==> src/sv/dphp_pkg.sv <==
package dphp_pkg;

  // Packet geometry
  localparam int DATA_CAPACITY      = 1024;
  localparam int NUMBER_TOKEN_CHARS = 11;
  localparam int HEADER_FIELDS      = 4;
  localparam int RADIX              = 10;

  // Field widths
  localparam int BYTE_W = 8;
  localparam int ACC_W  = 32;
  localparam int LEN_W  = 11;
  localparam int STAT_W = 2;
  localparam int CNT_W  = $clog2(DATA_CAPACITY + 1);
  localparam int TCC_W  = $clog2(NUMBER_TOKEN_CHARS + 1);

  // Stream and register port widths
  localparam int OUT_BITS   = BYTE_W + STAT_W + ACC_W + BYTE_W + BYTE_W + ACC_W + LEN_W;
  localparam int TDATA_W    = ((OUT_BITS + 7) / 8) * 8;
  localparam int PAD_W      = TDATA_W - OUT_BITS;
  localparam int APB_DATA_W = 32;
  localparam int APB_ADDR_W = 3;

  localparam logic [BYTE_W-1:0] DELIM_RESET = 8'd35;
  localparam logic [BYTE_W-1:0] CHAR_ZERO   = 8'h30;
  localparam logic [BYTE_W-1:0] CHAR_NINE   = 8'h39;

  // Register index, taken from paddr[2]
  localparam logic REG_DELIM = 1'b0;

  // Which token of the packet the parser is in
  typedef enum logic [2:0] {
    FLD_SEQ,
    FLD_FLAG,
    FLD_LAST,
    FLD_CSUM,
    FLD_DATA
  } field_t;

  typedef enum logic [STAT_W-1:0] {
    STAT_OK       = 2'd0,
    STAT_SHORT    = 2'd1,
    STAT_OVERFLOW = 2'd2
  } status_t;

  // One result beat
  typedef struct packed {
    logic                data_valid;
    logic [BYTE_W-1:0]   data_byte;
    logic                packet_done;
    status_t             status;
    logic [ACC_W-1:0]    seq_number;
    logic [BYTE_W-1:0]   flag_char;
    logic [BYTE_W-1:0]   last_char;
    logic [ACC_W-1:0]    checksum_value;
    logic [LEN_W-1:0]    data_length;
  } result_t;

  // Input beat handed from the input register to the parser
  typedef struct packed {
    logic              step;
    logic [BYTE_W-1:0] byte_value;
    logic              end_of_packet;
  } beat_t;

endpackage

==> src/sv/dphp_cfg.sv <==
module dphp_cfg (
  input  logic                             clk,
  input  logic                             rst,
  input  logic                             psel,
  input  logic                             penable,
  input  logic                             pwrite,
  input  logic [dphp_pkg::APB_ADDR_W-1:0]  paddr,
  input  logic [dphp_pkg::APB_DATA_W-1:0]  pwdata,
  output logic [dphp_pkg::APB_DATA_W-1:0]  prdata,
  output logic                             pready,
  output logic [dphp_pkg::BYTE_W-1:0]      delimiter_char
);
  import dphp_pkg::*;

  logic wr_en;

  assign pready = 1'b1;
  assign wr_en  = psel && penable && pwrite && pready;

  // Delimiter register; writes to other addresses are dropped.
  always_ff @(posedge clk) begin
    if (rst) begin
      delimiter_char <= DELIM_RESET;
    end else if (wr_en && paddr[2] == REG_DELIM) begin
      delimiter_char <= pwdata[BYTE_W-1:0];
    end
  end

  // Read back the delimiter, zero elsewhere.
  always_comb begin
    prdata = '0;
    if (paddr[2] == REG_DELIM) begin
      prdata = APB_DATA_W'(delimiter_char);
    end
  end

endmodule

==> src/sv/dphp_parse.sv <==
module dphp_parse (
  input  logic                          clk,
  input  logic                          rst,
  input  dphp_pkg::beat_t               beat,
  input  logic [dphp_pkg::BYTE_W-1:0]   delimiter_char,
  output logic                          emit,
  output dphp_pkg::result_t             result
);
  import dphp_pkg::*;

  field_t              field;
  field_t              field_next;
  logic [TCC_W-1:0]    tcc;
  logic [TCC_W-1:0]    tcc_next;
  logic                stopped;
  logic                stopped_next;
  logic [ACC_W-1:0]    seq_accum;
  logic [ACC_W-1:0]    seq_accum_next;
  logic [ACC_W-1:0]    csum_accum;
  logic [ACC_W-1:0]    csum_accum_next;
  logic [BYTE_W-1:0]   flag_hold;
  logic [BYTE_W-1:0]   flag_hold_next;
  logic [BYTE_W-1:0]   last_hold;
  logic [BYTE_W-1:0]   last_hold_next;
  logic [CNT_W-1:0]    payload_count;
  logic [CNT_W-1:0]    payload_count_next;
  logic                overflow;
  logic                overflow_next;

  logic                is_delim;
  logic                is_digit;
  logic [BYTE_W-1:0]   digit;
  logic [ACC_W-1:0]    num_base;
  logic [ACC_W-1:0]    num_value;
  logic                num_take;
  logic                kept;

  assign is_delim = (field != FLD_DATA) && (beat.byte_value == delimiter_char);
  assign is_digit = (beat.byte_value >= CHAR_ZERO) && (beat.byte_value <= CHAR_NINE);
  assign digit    = beat.byte_value - CHAR_ZERO;
  assign num_take = (tcc < TCC_W'(NUMBER_TOKEN_CHARS));

  // One decimal digit step on whichever number token is open.
  assign num_base  = (field == FLD_CSUM) ? csum_accum : seq_accum;
  assign num_value = num_base * ACC_W'(RADIX) + ACC_W'(digit[3:0]);

  // Token sequencing: a delimiter moves to the next token until the payload.
  always_comb begin
    field_next = field;
    if (is_delim) begin
      unique case (field)
        FLD_SEQ:  field_next = FLD_FLAG;
        FLD_FLAG: field_next = FLD_LAST;
        FLD_LAST: field_next = FLD_CSUM;
        FLD_CSUM: field_next = FLD_DATA;
        default:  field_next = FLD_DATA;
      endcase
    end
  end

  // Token contents and payload bookkeeping for this byte.
  always_comb begin
    tcc_next           = tcc;
    stopped_next       = stopped;
    seq_accum_next     = seq_accum;
    csum_accum_next    = csum_accum;
    flag_hold_next     = flag_hold;
    last_hold_next     = last_hold;
    payload_count_next = payload_count;
    overflow_next      = overflow;
    kept               = 1'b0;
    if (is_delim) begin
      tcc_next     = '0;
      stopped_next = 1'b0;
    end else begin
      unique case (field) inside
        FLD_SEQ, FLD_CSUM: begin
          if (num_take) begin
            tcc_next = tcc + 1'b1;
            if (!stopped) begin
              if (is_digit) begin
                if (field == FLD_SEQ) begin
                  seq_accum_next = num_value;
                end else begin
                  csum_accum_next = num_value;
                end
              end else begin
                stopped_next = 1'b1;
              end
            end
          end
        end
        FLD_FLAG, FLD_LAST: begin
          if (tcc == '0) begin
            if (field == FLD_FLAG) begin
              flag_hold_next = beat.byte_value;
            end else begin
              last_hold_next = beat.byte_value;
            end
            tcc_next = TCC_W'(1);
          end
        end
        default: begin
          if (payload_count < CNT_W'(DATA_CAPACITY)) begin
            payload_count_next = payload_count + 1'b1;
            kept               = 1'b1;
          end else begin
            overflow_next = 1'b1;
          end
        end
      endcase
    end
  end

  // Result beat: a kept payload byte, a packet report, or both.
  // The report looks at the token position after this byte, so a packet whose
  // final byte is the fourth delimiter is complete.
  always_comb begin
    result  = '0;
    emit    = kept || beat.end_of_packet;
    if (kept) begin
      result.data_valid = 1'b1;
      result.data_byte  = beat.byte_value;
    end
    if (beat.end_of_packet) begin
      result.packet_done = 1'b1;
      if (field_next != FLD_DATA) begin
        result.status = STAT_SHORT;
      end else begin
        result.status          = overflow_next ? STAT_OVERFLOW : STAT_OK;
        result.seq_number      = seq_accum_next;
        result.flag_char       = flag_hold_next;
        result.last_char       = last_hold_next;
        result.checksum_value  = csum_accum_next;
        result.data_length     = LEN_W'(payload_count_next);
      end
    end
  end

  // Parser state; the final byte of a packet clears it for the next one.
  always_ff @(posedge clk) begin
    if (rst || (beat.step && beat.end_of_packet)) begin
      field         <= FLD_SEQ;
      tcc           <= '0;
      stopped       <= 1'b0;
      seq_accum     <= '0;
      csum_accum    <= '0;
      flag_hold     <= '0;
      last_hold     <= '0;
      payload_count <= '0;
      overflow      <= 1'b0;
    end else if (beat.step) begin
      field         <= field_next;
      tcc           <= tcc_next;
      stopped       <= stopped_next;
      seq_accum     <= seq_accum_next;
      csum_accum    <= csum_accum_next;
      flag_hold     <= flag_hold_next;
      last_hold     <= last_hold_next;
      payload_count <= payload_count_next;
      overflow      <= overflow_next;
    end
  end

endmodule

==> src/sv/delimited_packet_header_parser.sv <==
// Delimited packet header parser.
// The slave stream carries one packet byte per beat (tdata) with tlast on the
// final byte. The text seq#flag#last#checksum#data is split: the sequence and
// checksum tokens are read as decimal, flag and last keep their first byte,
// and every byte after the fourth delimiter leaves on the master stream as a
// payload beat (tuser set). The beat for a packet's final byte carries tlast
// and the header report: fields, kept payload length and status (ok, too few
// delimiters, or payload over capacity with the excess dropped).
// The delimiter byte is set through the APB port at address 0 (default '#').
// Throughput is one byte per cycle while the receiver keeps up: each byte is
// held in the input register, where the parser updates its state with a single
// multiply by ten, and a result appears on the master side on the next cycle.
// A byte that makes no result (header text, dropped overflow) is absorbed.
// When the receiver stalls, the result register holds and the input register
// fills; s_tready then drops until the held beat is taken.
// Reset clears both registers and the parser and restores the delimiter.
module delimited_packet_header_parser (
  input  logic                             clk,
  input  logic                             rst,
  input  logic                             s_tvalid,
  output logic                             s_tready,
  input  logic [dphp_pkg::BYTE_W-1:0]      s_tdata,   // [7:0] byte_value
  input  logic                             s_tlast,   // end_of_packet
  output logic                             m_tvalid,
  input  logic                             m_tready,
  // [7:0] data_byte, [9:8] status, [41:10] seq_number, [49:42] flag_char,
  // [57:50] last_char, [89:58] checksum_value, [100:90] data_length, rest zero
  output logic [dphp_pkg::TDATA_W-1:0]     m_tdata,
  output logic [0:0]                       m_tuser,   // [0] data_valid
  output logic                             m_tlast,   // packet_done
  input  logic                             psel,
  input  logic                             penable,
  input  logic                             pwrite,
  input  logic [dphp_pkg::APB_ADDR_W-1:0]  paddr,
  input  logic [dphp_pkg::APB_DATA_W-1:0]  pwdata,
  output logic [dphp_pkg::APB_DATA_W-1:0]  prdata,
  output logic                             pready
);
  import dphp_pkg::*;

  logic              in_vld;
  logic [BYTE_W-1:0] in_byte;
  logic              in_eop;
  logic              out_vld;
  result_t           out_res;
  logic [BYTE_W-1:0] delimiter_char;
  beat_t             beat;
  logic              emit;
  result_t           result;
  logic              out_free;
  logic              fire;

  dphp_cfg u_cfg (
    .clk            (clk),
    .rst            (rst),
    .psel           (psel),
    .penable        (penable),
    .pwrite         (pwrite),
    .paddr          (paddr),
    .pwdata         (pwdata),
    .prdata         (prdata),
    .pready         (pready),
    .delimiter_char (delimiter_char)
  );

  // The held byte is processed once its result, if any, has room.
  assign out_free = !out_vld || m_tready;
  assign fire     = in_vld && (!emit || out_free);
  assign s_tready = !in_vld || fire;

  assign beat.step          = fire;
  assign beat.byte_value    = in_byte;
  assign beat.end_of_packet = in_eop;

  dphp_parse u_parse (
    .clk            (clk),
    .rst            (rst),
    .beat           (beat),
    .delimiter_char (delimiter_char),
    .emit           (emit),
    .result         (result)
  );

  // Input register.
  always_ff @(posedge clk) begin
    if (rst) begin
      in_vld <= 1'b0;
    end else if (s_tready) begin
      in_vld <= s_tvalid;
    end
  end

  always_ff @(posedge clk) begin
    if (s_tvalid && s_tready) begin
      in_byte <= s_tdata;
      in_eop  <= s_tlast;
    end
  end

  // Result register.
  always_ff @(posedge clk) begin
    if (rst) begin
      out_vld <= 1'b0;
    end else if (fire && emit) begin
      out_vld <= 1'b1;
    end else if (m_tready) begin
      out_vld <= 1'b0;
    end
  end

  always_ff @(posedge clk) begin
    if (fire && emit) begin
      out_res <= result;
    end
  end

  // Master side packing.
  assign m_tvalid = out_vld;
  assign m_tuser  = out_res.data_valid;
  assign m_tlast  = out_res.packet_done;
  assign m_tdata  = {{PAD_W{1'b0}}, out_res.data_length, out_res.checksum_value,
                     out_res.last_char, out_res.flag_char, out_res.seq_number,
                     out_res.status, out_res.data_byte};

endmodule

==> config.mk <==
export PLATFORM = sky130hd
export DESIGN_NAME = delimited_packet_header_parser
export DESIGN_NICKNAME = d
export VERILOG_FILES = /design/src/sv/dphp_pkg.sv /design/src/sv/dphp_cfg.sv /design/src/sv/dphp_parse.sv /design/src/sv/delimited_packet_header_parser.sv
export SDC_FILE = /design/constraint.sdc
export NUM_CORES = 1
export LEC_CHECK = 0
export BUFFER_PORTS_ARGS = -buffer_cell sky130_fd_sc_hd__buf_2
export CAP_MARGIN = 10
export CORE_ASPECT_RATIO = 0.75
export CORE_MARGIN = 3
export CORE_UTILIZATION = 50
export DETAILED_ROUTE_END_ITERATION = 10
export GPL_ROUTABILITY_DRIVEN = 0
export GPL_TIMING_DRIVEN = 0
export PLACE_DENSITY = 0.73
export SYNTH_ARGS = -nofsm -noshare
export SYNTH_HDL_FRONTEND = slang
export SYNTH_SLANG_ARGS = --single-unit
==> constraint.sdc <==
create_clock -name clk -period 9 [get_ports clk]
set_input_delay 1.35 -clock clk [delete_from_list [all_inputs] [get_ports clk]]
set_output_delay 1.35 -clock clk [all_outputs]
set_load 0.01 [all_outputs]
After elaboration in Yosys (flattened, before gate mapping)
Cells that the tools add are included.
{ "totals": {"register_bits": 222, "input_bits": 51, "output_inout_bits": 141, "word_cells": 121} }
{ "op_classes": {"add_sub_neg": 4, "n_mul": 1, "magnitude_cmp": 4, "n_eq_ne": 8, "n_mux": 49, "bitwise": 2, "reduce_logical": 29} }
{ "ops": {"columns": ["op", "n"], "rows": [
  ["$mux W32", 13],
  ["$mux W94", 1],
  ["$mux W91", 1],
  ["$mux W8", 9],
  ["$mux W11", 3],
  ["$add A32 B4 Y32", 1],
  ["$mul A32 B3 Y31 const B", 1],
  ["$mux W1", 13],
  ["$mux W4", 3],
  ["$add A11 B1 Y11 const B", 1],
  ["$lt A11 B11 Y1 const B", 1],
  ["$logic_and A1 B1 Y1", 9],
  ["$mux W9", 1],
  ["$pmux W3 S3", 1],
  ["$eq A8 B8 Y1", 1],
  ["$ge A8 B6 Y1 const B", 1],
  ["$le A8 B6 Y1 const B", 1],
  ["$pmux W4 S2", 1],
  ["$eq A3 B2 Y1 const B", 2],
  ["$ne A3 B1 Y1 const B", 2],
  ["$ne A3 B3 Y1 const B", 2],
  ["$reduce_bool A2 Y1", 3],
  ["$reduce_or A2 Y1", 3],
  ["$logic_or A1 B1 Y1", 5],
  ["other kinds (14)", 18]
]} }

Longest topological paths before layout
Gate-level depths: netlist of run 1.
{ "logic_depth": {"ltp_word": 12, "ltp_mapped": 19, "depth_no_buf": 16} }

By module
Synthesis of run 1 repeated with hierarchy kept, for this count alone.
{ "unflattened": {"hier_cells": 1271, "area_unflattened_um2": 12221.7} }
{ "modules_own_cells": {"columns": ["module", "n_inst", "cells_each", "area_each_um2", "seq_area_each_um2"], "rows": [
  ["dphp_parse", 1, 1073, 8112.8, 2001.9],
  ["delimited_packet_header_parser", 1, 128, 3493.4, 3403.3],
  ["dphp_cfg", 1, 70, 615.6, 160.2]
]} }

Least setup slack after synthesis of run 1
No wires, ideal clock.
{ "synth_path": {"path_kind": "reg-to-reg", "from": "register in_byte[7]", "to": "register out_res (netlist bit m_tdata[0]) (enable)", "setup_ps": 565, "t_arrival_ps": 6417, "t_required_ps": 8435, "path_slack_ps": 2017, "path_stages_with_launch": 11, "path_buffers": 3, "period_less_slack_ps": 6983, "cell_sequence": "edfxtp_1 -> xor2_1 -> nor4_1 -> nand3_1 -> and3b_1 -> buf_2 -> nor2_1 -> o21ai_1 -> clkbuf_1 -> buf_2 -> nor2_1"} }
{ "synth_via": {"elab_chain_len": 8} }
{ "synth_rtl": {"columns": ["element", "line_no", "rtl"], "rows": [
  ["from (decl)", "delimited_packet_header_parser.sv:42", "logic [BYTE_W-1:0] in_byte;"],
  ["from (signal assigned)", "delimited_packet_header_parser.sv:95", "in_byte <= s_tdata;"],
  ["$eq A8 B8 Y1 *", "dphp_parse.sv:38", "assign is_delim = (field != FLD_DATA) && (beat.byte_value == delimiter_char);"],
  ["$logic_and A1 B1 Y1 *", "dphp_parse.sv:38", null],
  ["$mux W1 *", "dphp_parse.sv:72", "if (is_delim) begin"],
  ["$logic_or A1 B1 Y1 *", "dphp_parse.sv:120", "emit = kept || beat.end_of_packet;"],
  ["$logic_not A1 Y1", "delimited_packet_header_parser.sv:68", "assign fire = in_vld && (!emit || out_free);"],
  ["$logic_or A1 B1 Y1", "delimited_packet_header_parser.sv:68", null],
  ["$logic_and A1 B1 Y1", "delimited_packet_header_parser.sv:68", null],
  ["$logic_and A1 B1 Y1 *", "delimited_packet_header_parser.sv:112", "if (fire && emit) begin"],
  ["to (signal assigned)", "delimited_packet_header_parser.sv:113", "out_res <= result;"],
  ["to (decl)", "delimited_packet_header_parser.sv:45", "result_t out_res;"]
]} }
Mark *: on every way between the ends. The rest lies on a longest branch, timed or not.
A chain may end at the register's enable or synchronous reset.

Worst setup path in the final report of run 1
{ "layout_path": {"from": "register u_parse.field[1]", "to": "register out_res (netlist bit m_tdata[28]), data pin"} }
{ "layout_via": {"elab_chain_len": 10, "word_cells_on_any_way": 20, "cone_classes": "add/sub: 1; mul: 1; eq/ne: 5; mux: 9; reduce/logical: 4"} }
{ "layout_rtl": {"columns": ["element", "line_no", "rtl"], "rows": [
  ["from (decl)", "dphp_parse.sv:11", "field_t field;"],
  ["from (signal assigned)", "dphp_parse.sv:153", "field <= field_next;"],
  ["$eq A3 B2 Y1", "dphp_parse.sv:44", "assign num_base = (field == FLD_CSUM) ? csum_accum : seq_accum;"],
  ["$mux W32", "dphp_parse.sv:44", null],
  ["$mul A32 B3 Y31", "dphp_parse.sv:45", "assign num_value = num_base * ACC_W'(RADIX) + ACC_W'(digit[3:0]);"],
  ["$add A32 B4 Y32", "dphp_parse.sv:45", null],
  ["$mux W32", "dphp_parse.sv:82", "if (field == FLD_SEQ) begin"],
  ["$mux W32", "dphp_parse.sv:81", "if (is_digit) begin"],
  ["$mux W32", "dphp_parse.sv:80", "if (!stopped) begin"],
  ["$mux W32", "dphp_parse.sv:78", "if (num_take) begin"],
  ["$mux W32", "dphp_parse.sv:76", "unique case (field) inside"],
  ["$mux W32", "dphp_parse.sv:72", null]
]} }
Parallel ways exist; a longest one is shown, timed or not.

==> parameters.txt, run 1 <==
Parameter                              Value

Die
  Initial core utilization ... 0.516
  Vert. Die Dim ... 143 um
  Placement Rows ... 49
  Count of pins on the block boundary ... around 190
  Placeable Area ... 0.0243 mm2
  Die outline area ... 0.0271 mm2
  Overall die width ... 189 um

Logic synthesis
  Combinational family with the most area after synthesis ... simple AND/OR/NAND/NOR gates
  Portion of netlist area occupied by mux cells ... 0.0440
  Area leader, netlist ... edfxtp_1
  Flops & latches, synth ... 222
  Post-synthesis sequential area ratio ... 0.443
  Post-synthesis compound-gate area fraction ... 0.144
  Number of enable flip-flop cells after synthesis ... 112
  Most common flop cell mapped by yosys ... edfxtp_1
  Post-Synthesis Cell Area ... approximately 0.013 mm2
  Count of cell types in the netlist ... 77
  Parity-gate share of the synthesized area counting xor and xnor cells ... 0.0780
  Yosys warning total ... 0
  Share of flip-flops with an asynchronous set or reset after synthesis ... 0
  Gate Count Post-Synth ... 1379
  Area share of and/or/nand/nor cells after synthesis ... 0.191
  Cell types occupying the most area after synthesis ... edfxtp_1 27%, dfxtp_1 18%, nor2_1 5.7%
  Fraction of the mapped netlist area in adder cells ... 0.0441
  Syn_area_per_cell ... 9.10 um2
  Share of the synthesized area in the top cell type ... 0.268

Detailed routing
  Overall via count from detail_route ... about 11000
  Detailed Routing Iterations Pass 1 ... 5
  Via count normalized by instance count ... 5.61
  Antenna-violating nets left ... 0
  Detail-routed net length per standard cell ... 18.1 um
  Remaining routing DRC violations ... 0
  Total length of routed wires ... around 35 mm
  First-iteration detailed-routing DRC count ... 1185

Critical path
  Type of origin of the critical path ... register
  Crit. End Element ... register
  Cells along the critical path ... clkbuf_1 > nand3b_1 > clkbuf_1 > clkbuf_1 > mux2_2 > ha_1 > ha_1 > fa_1 > a211oi_2 > o211a_1 > a21oi_1 > xor2_1 > and4_1 > and4_1 > nand2_1 > xor2_1 > a211oi_1
  Arrival time reported for the critical path endpoint ... 6.75 ns
  Buf+Inv Stages, Crit Path ... 3
  CP max-delay cell ... clkbuf_1
  Critical path fanouts, max ... 10
  Type of the setup path with the least slack ... reg -> reg
  Cell mode on critical path ... clkbuf_1
  Required time at the worst-slack endpoint ... ~9.2 ns
  Worst stage delay on the critical path ... slightly below 0.7 ns
  Critical path's top delay family ... buffers and inverters

Power
  Leakage power figure ... 5.56 nW
  Worst ir drop on vdd ... 138 uV
  Total power ... 0.00209 W
  Power density normalized to cell area ... 144 mW/mm2

Final layout
  Number of nets at the end of the flow ... around 1700
  Fill cell count ... 2122
  Diode insertion count for antenna repair ... 0
  Fraction of final layout cells with drive strength greater than 1 ... 0.165
  Most common cell after layout, fill and taps aside ... nor2_1
  Highest-count cells in the layout ignoring fill and taps ... 191 x nor2_1, 154 x nand2_1, 153 x buf_2
  Layout area overhead ... 15.6%
  Final cell count without fillers ... 1917

CTS
  Clock net sink count ... 222
  Clock tree from TritonCTS ... built
  Library cell used as clock root buffer ... clkbuf_16
  TritonCTS buffer count ... 23
  CTS Hold Bufs ... 0
  H-tree Lvls ... 1
  Number of post-CTS setup repair buffers ... 0
  Register clock-pin slew on the reported worst setup and hold paths ... 0.06 ns
  CTS Buffer Depth ... 3
  Number of cells upsized or downsized after cts ... 0
  Clock network latency to the later pin of the worst-skew pair ... slightly above 0.5 ns

STA
  Highest clock rate ... 153 MHz
  Pins Over Slew Limit ... 0
  Total of endpoints with negative setup slack in the final report ... 0
  Rel. slew slack ... 0.402
  Least-Margin Pin Slew ... 0.889 ns
  RSZ-0062 raised after global routing ... false
  Final cycle utilization of the critical path ... 0.727
  Fin. Hold Viols ... 0
  Time the final worst path needs with I/O delays and setup ... between 6 and 7 ns
  Clock skew after layout ... 0.0116 ns

Placement
  Detail Placement HPWL ... 26.0 mm
  Placed Instances ... around 1900
  Number of port buffers ... 137

GRT
  Grt ovf ... 0
  Initial antenna violation count ... 0
  Maximum number of pins on one net before global-route repair ... 40
  Wire length of the first global-routing pass ... 53.2 mm
  Number of global-route vias before repair ... 9730
  Global-route usage over all layers ... 0.248

Hold path
  Hold Path Class ... reg -> reg

Job
  Number of max-cap violations ... 0

Run status
  Run status ... finished clean
-- worst reg2reg max path: cells and delay by family (launching register included) --
kind | cells | cell delay, ns
adder cells (fa/ha/maj) | 3 | 1.00
XOR/XNOR | 2 | 0.52
buffers and inverters | 3 | 1.56
AO/OA/AOI/OAI | 4 | 1.47
AND/OR/NAND/NOR | 4 | 0.93
flip-flops | 1 | 0.31
multiplexers | 1 | 0.47
-- power breakdown --
group / leakage (nW) / switching, W / internal, W / total, W
Sequential: 1.85 / 0.0000121 / 0.00108 / 0.00109
Combinational: 3.37 / 0.0000743 / 0.0000415 / 0.000116
Clock: 0.342 / 0.000391 / 0.000497 / 0.000888
-- path summary, 6_finish.rpt --
check,startpoint,cells after the start,to,slack [ns]
hold / removal,u_cfg.delimiter_char[6]$_SDFFE_PP0P_,2,u_cfg.delimiter_char[6]$_SDFFE_PP0P_,0.48
setup reg to reg,u_parse.field[1]$_SDFFE_PP0P_,17,m_tdata[28]$_SDFFCE_PP0P_,2.45
hold reg to reg,u_cfg.delimiter_char[6]$_SDFFE_PP0P_,2,u_cfg.delimiter_char[6]$_SDFFE_PP0P_,0.48
setup / recovery,u_parse.field[1]$_SDFFE_PP0P_,17,m_tdata[28]$_SDFFCE_PP0P_,2.45
-- layout make-up --
class	instances	area, um2	share of cell area
multi-input cells	1037	6410	0.441
flip-flops and latches	222	5570	0.383
repair buffers	140	746	0.0514
plain buffers	133	639	0.0441
clock buffers	31	636	0.0438
well taps	331	414	0.0285
clock inverters	10	57.6	0.00397
inverters	13	48.8	0.00336
-- layer usage --
layer  share of wire  track usage  up-vias
met1            0.47        0.377     5049
met4           0.022       0.0580        0
li1                -            -     5150
met2            0.42        0.371      492
met3           0.087       0.0405       69
met5               0            0        -
-- cells in the mapped netlist (4+ instances only) --
master	number
clkbuf_1	79
o22ai_1	4
ha_1	41
and2_1	33
o21ai_0	79
a21o_1	8
or4_1	4
a21oi_1	92
dfxtp_1	110
nand3_1	41
nand3b_1	6
nor2_1	192
buf_4	30
inv_1	13
nor2b_1	10
nand2b_1	5
or2_2	4
and3_1	8
o21ai_1	4
nor3_1	10
nand4_1	10
o21a_1	7
edfxtp_1	112
nand2_1	154
a211oi_1	53
xnor2_1	50
and4_1	9
nor4_1	6
mux2_2	9
mux2i_1	45
buf_2	16
buf_1	7
xor2_1	60
o211ai_1	6
-- kinds of logic after synthesis --
group                      count (synthesis)
AOI/OAI and AO/OA                        288
xor gates and xnor gates                 111
adders and majority gates                 43
buffers and inverters                    146
DFF                                      222
muxes                                     54
other                                      2
and+or+nand+nor                          513
-- sequential cells by signal, indices dropped and copies added, names as in the netlist --
signal                 count
m_tlast                    1
u_parse.overflow           1
m_tuser                    1
u_parse.last_hold          8
m_tdata                  101
u_parse.payload_count     11
m_tvalid                   1
u_parse.flag_hold          8
u_parse.csum_accum        32
u_parse.field              3
in_vld                     1
in_byte                    8
u_parse.seq_accum         32
in_eop                     1
u_parse.stopped            1
u_cfg.delimiter_char       8
u_parse.tcc                4
-- per-stage QoR --
step           utilization  hold WS, ns  instance area [um2]  setup TNS, ns  setup WS, ns
6_report             0.596        0.483                14500              0          2.45
5_1_grt              0.596        0.501                14500              0          2.12
4_1_cts              0.596        0.478                14500              0          2.68
3_5_place_dp         0.568        0.462                13800              0          2.73
3_3_place_gp         0.565        0.452                13800         -40.76        -0.411
2_1_floorplan            -        0.441                12700              0          2.02
Power figures use the tool's default switching activity.
==> run 2, diff against run 1 <==
Clock period 9 ns to 6.5 ns, I/O delays scaled along.
==> run 2 against run 1 <==
Register-to-register slack worse by 2.0 ns. Cell count about the same. Critical path depth unchanged.
==> parameters.txt, run 2 (synthesized netlist as in run 1, its figures left out) <==
Parameter                              Value

Run status
  Run status ... finished clean

Final layout
  Fill cell count ... 2120
  Diode insertion count for antenna repair ... 0
  Largest register FFs ... slightly above 100
  Number of nets at the end of the flow ... approximately 1700
  Post-Layout Inst Area ... 0.0146 mm2
  Reg area ... 0.00557 mm2
  Fraction of final layout cells with drive strength greater than 1 ... 0.167
  Multi-input gate area ... 0.00641 mm2
  Highest-count cells in the layout ignoring fill and taps ... 191 x nor2_1, 154 x nand2_1, 153 x buf_2
  Layout area overhead ... 16.3%
  Most common cell after layout, fill and taps aside ... nor2_1
  Finished Core Util ... 0.600

CTS
  Register clock-pin slew on the reported worst setup and hold paths ... 0.06 ns
  Clock net sink count ... between 200 and 250
  CTS Hold Bufs ... 0
  Library cell used as clock root buffer ... clkbuf_16
  Clock tree from TritonCTS ... built
  CTS Buffer Depth ... 3
  TritonCTS buffer count ... 23
  Clock network latency to the later pin of the worst-skew pair ... 0.53 ns
  H-tree Lvls ... 1

GRT
  Grt ovf ... 0
  Global-route usage over all layers ... 0.250
  Number of global-route vias before repair ... roughly 9700
  Wire length of the first global-routing pass ... ~53 mm
  Maximum number of pins on one net before global-route repair ... around 40
  Initial antenna violation count ... 0

Detailed routing
  Antenna-violating nets left ... 0
  First-iteration detailed-routing DRC count ... 1213
  Detailed Routing Iterations Pass 1 ... 6
  Via count normalized by instance count ... 5.62
  Overall via count from detail_route ... approximately 11000
  Remaining routing DRC violations ... 0
  Detail-routed net length per standard cell ... around 18 um
  Total length of routed wires ... 34.8 mm

Placement
  Post-placement setup slack ... ~0.23 ns
  Area after DPL ... 0.0138 mm2
  Number of port buffers ... 137
  Detail Placement HPWL ... ~26 mm

Critical path
  Arrival time reported for the critical path endpoint ... 6.22 ns
  Register-to-Register Setup Slack ... 0.48 ns
  Crit. End Element ... register
  Type of the setup path with the least slack ... reg -> reg
  Register-to-Register Path Depth ... 17
  Critical path fanouts, max ... 10
  Required time at the worst-slack endpoint ... 6.70 ns
  FF-to-FF End ... m_tdata[28]$_SDFFCE_PP0P_
  Type of origin of the critical path ... register
  RR Startpoint ... u_parse.field[1]$_SDFFE_PP0P_

STA
  Highest clock rate ... 166 MHz
  Time the final worst path needs with I/O delays and setup ... 6.02 ns
  Pins Over Slew Limit ... 0
  Fin. Hold Viols ... 0
  Rel. slew slack ... 0.414
  Total of endpoints with negative setup slack in the final report ... 0
  Smallest setup slack after layout ... 0.484 ns
  RSZ-0062 raised after global routing ... false
  Worst Hold Margin ... 0.476 ns
  Least-Margin Pin Slew ... roughly 0.87 ns
  Final cycle utilization of the critical path ... 0.926
  Clock skew after layout ... ~0.032 ns

Hold path
  Endpoint, Worst Hold ... u_parse.overflow$_SDFFE_PP0P_
  Hold Path Class ... reg -> reg
  Instance count along the most critical hold path ... 2
  Hold path startpoint ... u_parse.overflow$_SDFFE_PP0P_

Die
  Placement Rows ... 49
  Initial core utilization ... 0.516
  Overall die width ... 189 um
  Count of pins on the block boundary ... 192
  Die outline area ... 0.0271 mm2
  Vert. Die Dim ... 143 um
  Placeable Area ... 0.0243 mm2

Job
  Number of max-cap violations ... 0

Power
  Worst ir drop on vdd ... 187 uV
  Power density normalized to cell area ... 209 mW/mm2
  Leakage power figure ... 5.60 nW
[run 2: critical path, stage by stage (launching register included)]
cell and delay, ns:
dfxtp_1 0.31, clkbuf_1 0.21, nand3b_1 0.15, clkbuf_2 0.38, clkbuf_2 0.43, mux2_2 0.43, ha_1 0.29, ha_1 0.26
fa_1 0.47, a211oi_2 0.44, o211a_1 0.30, a21oi_1 0.07, xor2_1 0.29, and4_1 0.35, and4_1 0.32, nand2_1 0.09
xor2_1 0.22, a211oi_1 0.67
[run 2: timing repair]
action,in CTS,in global routing
setup endpoints to repair,0,13
gates resized for setup,0,6
buffers inserted,0,0
[run 2: layout make-up]
| class | instances | share of cell area |
|---|---|---|
| multi-input combinational | 1037 | 0.439 |
| tap | 331 | 0.0284 |
| clock buffer | 27 | 0.0404 |
| sequential | 222 | 0.381 |
| timing repair buffer | 140 | 0.0511 |
| inverter | 13 | 0.00334 |
| clock inverter | 15 | 0.0131 |
| buffer | 133 | 0.0440 |
[run 2: how the worst max path moves through the flow]
stage	from	end	slack [ns]
6_report	u_parse.field[1]$_SDFFE_PP0P_	m_tdata[28]$_SDFFCE_PP0P_	0.48
3_5_place_dp	u_parse.field[1]$_SDFFE_PP0P_	m_tdata[28]$_SDFFCE_PP0P_	0.23
4_1_cts	u_parse.field[1]$_SDFFE_PP0P_	m_tdata[28]$_SDFFCE_PP0P_	0.17
2_1_floorplan	in_byte[7]$_DFFE_PP_	m_tdata[0]$_SDFFCE_PN0P_	1.22
5_1_grt	u_parse.field[1]$_SDFFE_PP0P_	u_parse.csum_accum[31]$_SDFFE_PP0P_	0.27
3_3_place_gp	in_byte[1]$_DFFE_PP_	m_tdata[65]$_SDFFCE_PP0P_	-0.61
[run 2: metal layers]
metal,share of wire,vias up,track usage
li1,-,5156,-
met1,0.46,5048,0.376
met2,0.42,531,0.375
met3,0.10,53,0.0447
met4,0.021,0,0.0591
met5,0,-,0
[run 2: power breakdown]
| part | switching [W] | internal (W) | total, W |
|---|---|---|---|
| Combinational | 0.000103 | 0.0000573 | 0.000160 |
| Clock | 0.000563 | 0.000817 | 0.00138 |
| Sequential | 0.0000161 | 0.00149 | 0.00151 |
| Total | 0.000682 | 0.00237 | 0.00305 |
[run 2: through the flow]
| step | power (W) | std cells | setup TNS (ns) |
|---|---|---|---|
| 6_report | 0.00305 | 1918 | 0 |
| 3_3_place_gp | 0.00169 | 1873 | -61.32 |
| 4_1_cts | 0.00306 | 1918 | 0 |
| 5_1_grt | 0.00313 | 1918 | 0 |
| 2_1_floorplan | 0.00163 | 1405 | 0 |
| 3_5_place_dp | 0.00170 | 1876 | 0 |
